`src/sv/w2sh_fifo.sv`:
```
module w2sh_fifo #(
    parameter int WIDTH = 32
) (
    input  logic             aclk,
    input  logic             aresetn,
    input  logic             push,
    input  logic [WIDTH-1:0] wdata,
    input  logic             pop,
    output logic [WIDTH-1:0] rdata,
    output logic             full,
    output logic             empty
);

    logic [WIDTH-1:0] ent_reg [2];
    logic             wr_ptr_reg, wr_ptr_next;
    logic             rd_ptr_reg, rd_ptr_next;
    logic [1:0]       cnt_reg, cnt_next;

    // Two-entry queue
    always_comb begin
        wr_ptr_next = push ? ~wr_ptr_reg : wr_ptr_reg;
        rd_ptr_next = pop ? ~rd_ptr_reg : rd_ptr_reg;
        cnt_next    = cnt_reg + 2'(push) - 2'(pop);
    end

    always_ff @(posedge aclk) begin
        if (!aresetn) begin
            wr_ptr_reg <= 1'b0;
            rd_ptr_reg <= 1'b0;
            cnt_reg    <= 2'd0;
        end else begin
            wr_ptr_reg <= wr_ptr_next;
            rd_ptr_reg <= rd_ptr_next;
            cnt_reg    <= cnt_next;
        end
    end

    always_ff @(posedge aclk) begin
        if (push) begin
            ent_reg[wr_ptr_reg] <= wdata;
        end
    end

    assign rdata = ent_reg[rd_ptr_reg];
    assign full  = (cnt_reg == 2'd2);
    assign empty = (cnt_reg == 2'd0);

endmodule

```
`config.mk`:
```
export PLATFORM = sky130hd
export DESIGN_NAME = w2sh_fifo
export DESIGN_NICKNAME = d
export VERILOG_FILES = /design/src/sv/w2sh_fifo.sv
export SDC_FILE = /design/constraint.sdc
export NUM_CORES = 1
export LEC_CHECK = 0
export BUFFER_PORTS_ARGS = -buffer_cell sky130_fd_sc_hd__buf_2
export CORE_MARGIN = 2
export CORE_UTILIZATION = 52
export CTS_CLUSTER_DIAMETER = 100
export DETAILED_ROUTE_END_ITERATION = 8
export PLACE_DENSITY = 0.78
export SLEW_MARGIN = 0
export SYNTH_ARGS = -nofsm -noshare
export SYNTH_HDL_FRONTEND = slang
export SYNTH_SLANG_ARGS = --single-unit
```
`constraint.sdc`:
```
create_clock -name aclk -period 3.15 [get_ports aclk]
set_input_delay 0.1575 -clock aclk [delete_from_list [all_inputs] [get_ports aclk]]
set_output_delay 0.1575 -clock aclk [all_outputs]
set_load 0.03 [all_outputs]
```
==> impl_metrics.env <==
export IMPL_synth_avg_cell_area_um2=22.2
export IMPL_cts_sinks=69
export IMPL_first_pass_iters=4
export IMPL_clock_path_buffers=2
export IMPL_clk_pin_slew_worst_paths_ps=70
export IMPL_row_count=26
export IMPL_timing_slew_headroom=0.289
export IMPL_largest_register_ffs=64
export IMPL_fmax_mhz=470
export IMPL_status="finished, final reports clean"
export IMPL_syn_inst=121
export IMPL_grt_max_degree=34
export IMPL_drive_above_1_share=0.545
export IMPL_synthFlopType="edfxtp_1"
export IMPL_r2r_end="ent_reg[1][24]"
export IMPL_hold_path_class="in -> reg"
export IMPL_crit_path_end="rdata[31]"
export IMPL_clock_latency_ps=340
export IMPL_min_path_cells=1
export IMPL_worstSetupPathType="reg -> out"
export IMPL_hold_viol_final=0
export IMPL_initial_core_util=0.534
export IMPL_tritoncts="done"
export IMPL_critPathRequiredTime_ps=2990
export IMPL_antenna_found_initial=0
export IMPL_worstMarginPinSlew_ps=1070
export IMPL_root_buffer="clkbuf_8"
export IMPL_yosysTopAreaCell="edfxtp_1"
export IMPL_wire_per_inst_um=15.8
export IMPL_drc=0
export IMPL_crit_slowest_cell="dfxtp_2"
export IMPL_fin_crit_sh=0.675
export IMPL_syn_to_final_growth_pct=29.2
export IMPL_die_w_um=75.9
export IMPL_rsz0062_at_grt="no"
export IMPL_synthTopCellsByCount="edfxtp_1 (64), mux2_4 (30), dfxtp_1 (5)"
export IMPL_ff2ff_path_depth=2
export IMPL_die_h_um=75.9
export IMPL_grt_overflow_total=0
export IMPL_timing_critical_path_to_type="output port"
export IMPL_finalSetupTns_ps=0
export IMPL_netlist_area_leader_share=0.714
export IMPL_vias=1382
export IMPL_ys_warnings_count=0
export IMPL_p_leak_nw=1.42
export IMPL_setup_ws_ps=1020
export IMPL_post_cts_buffers=0
export IMPL_synth_async_reset_ratio=0
export IMPL_ys_top_cells_by_area="edfxtp_1 (71%), mux2_4 (17%), dfxtp_1 (3.7%)"
export IMPL_cp_cell_sequence="mux2_2 -> buf_2"
export IMPL_cp_start_kind="flop"
export IMPL_crit_family="flip-flops"
export IMPL_vias_per_cell=4.77
export IMPL_rrSetupSlack_ps=1350
export IMPL_critical_path_buf_inv_count=1
export IMPL_io_pins=70
export IMPL_ir_worst_vdd_v=0.000449
export IMPL_ys_seq_elements=69
export IMPL_ctsResizeCount=0
export IMPL_crit_fanout=32
export IMPL_synth_edf_count=64
export IMPL_arrival_ps=1970
export IMPL_cpPeakStageDelay_ps=1040
export IMPL_wl_mm=4.59
export IMPL_drtIter0Drc=88
export IMPL_pre_cts_ws_ps=1330
export IMPL_ys_seq_area_frac=0.751
export IMPL_cts_buffers=9
export IMPL_cp_depth=2
export IMPL_die_area_mm2=0.00577
export IMPL_drv_cap=0
export IMPL_io_buffers=69
export IMPL_ant_nets=0
export IMPL_grt_pass1_vias=1410
export IMPL_gp_congestion=0.687
export IMPL_dpl_hpwl_mm=2.92
export IMPL_core_area_mm2=0.00504
export IMPL_final_nets=253
export IMPL_antenna_cells=0
export IMPL_fin_skew_ps=10.0
export IMPL_synth_most_common_cell="edfxtp_1"
export IMPL_syn_nets=159
export IMPL_syn_cell_area_mm2=0.00269
export IMPL_powerDensity_mw_per_mm2=655
export IMPL_setup_viol=0
export IMPL_drv_slew=0
export IMPL_grt_pass1_wl_mm=6.90
export IMPL_yosys_cell_types_count=14
export IMPL_grt_usage=0.162
export IMPL_r2r_start="wr_ptr_reg"
export IMPL_htreeDepth=3
export IMPL_period_needed_ps=2130
[repair_timing]
item | 4_1_cts | 5_1_grt
endpoints found under the setup margin | 0 | 0
endpoints found under the hold margin | 18 | 15
hold buffers | 9 | 8
[layout by cell type (no fill, tap or decap), types with 3 or more instances in the layout]
cell type      instances
nor2b_1                3
mux2_4                30
bufinv_16              3
buf_2                 69
clkinv_2               3
dlygate4sd3_1         17
dfxtp_1                4
and2_1                 4
edfxtp_1              64
clkbuf_8               9
[metal layers]
metal,wire [um],global-route usage,up-vias
li1,-,-,653
met1,1900,0.189,679
met2,2370,0.263,41
met3,231,0.0560,9
met4,99,0.0927,0
met5,0,0,-
[worst min-delay path by stage]
stage	end	startpoint	slack (ps)
floorplan	ent_reg[0][0]	wdata[0]	260
global placement	ent_reg[0][27]	wdata[27]	350
detailed placement	ent_reg[1][5]	wdata[5]	350
CTS	ent_reg[0][11]	wdata[11]	0.1
global route	ent_reg[1][10]	wdata[10]	0.3
finish	ent_reg[1][3]	wdata[3]	10
[worst register-to-register path, cell delays in order, from the launching register on]
cell,delay [ps]
dfxtp_1,390
and2_1,730
buf_4,370
[through the flow]
| stage | cells | instance area, um2 | power, W | hold slack [ps] | util |
|---|---|---|---|---|---|
| finish | 290 | 3480 | 0.00228 | 10.8 | 0.690 |
| global route | 290 | 3480 | 0.00236 | 0.315 | 0.690 |
| CTS | 282 | 3400 | 0.00228 | 0.145 | 0.674 |
| detailed placement | 257 | 3070 | 0.00143 | 350 | 0.609 |
| global placement | 257 | 3070 | 0.00142 | 347 | 0.609 |
| floorplan | 121 | 2690 | 0.00135 | 256 | - |
[logic make-up after synthesis]
kind of cell | count (synthesis) | synth area share
mux | 32 | 0.176
xor+xnor | 2 | 0.0116
flops | 69 | 0.751
fa+ha+maj | 2 | 0.00930
compound gates | 1 | 0.00279
buf+inv | 6 | 0.0293
simple gates | 9 | 0.0200
[power breakdown]
part / switching, W / leakage [nW] / internal (W) / total (W)
clock network: 0.000327 / 0.123 / 0.000523 / 0.000850
registers: 0.0000397 / 0.643 / 0.00106 / 0.00110
logic: 0.000174 / 0.652 / 0.000153 / 0.000328
[layout make-up]
cell class	instances	area (um2)
clock buffer	9	124
fill	337	1570
sequential	69	2020
tap	70	87.6
inverter	2	7.51
timing repair buffer	87	523
clock inverter	7	114
multi-input combinational	46	598
No activity file was read; power rests on OpenSTA's default activity.
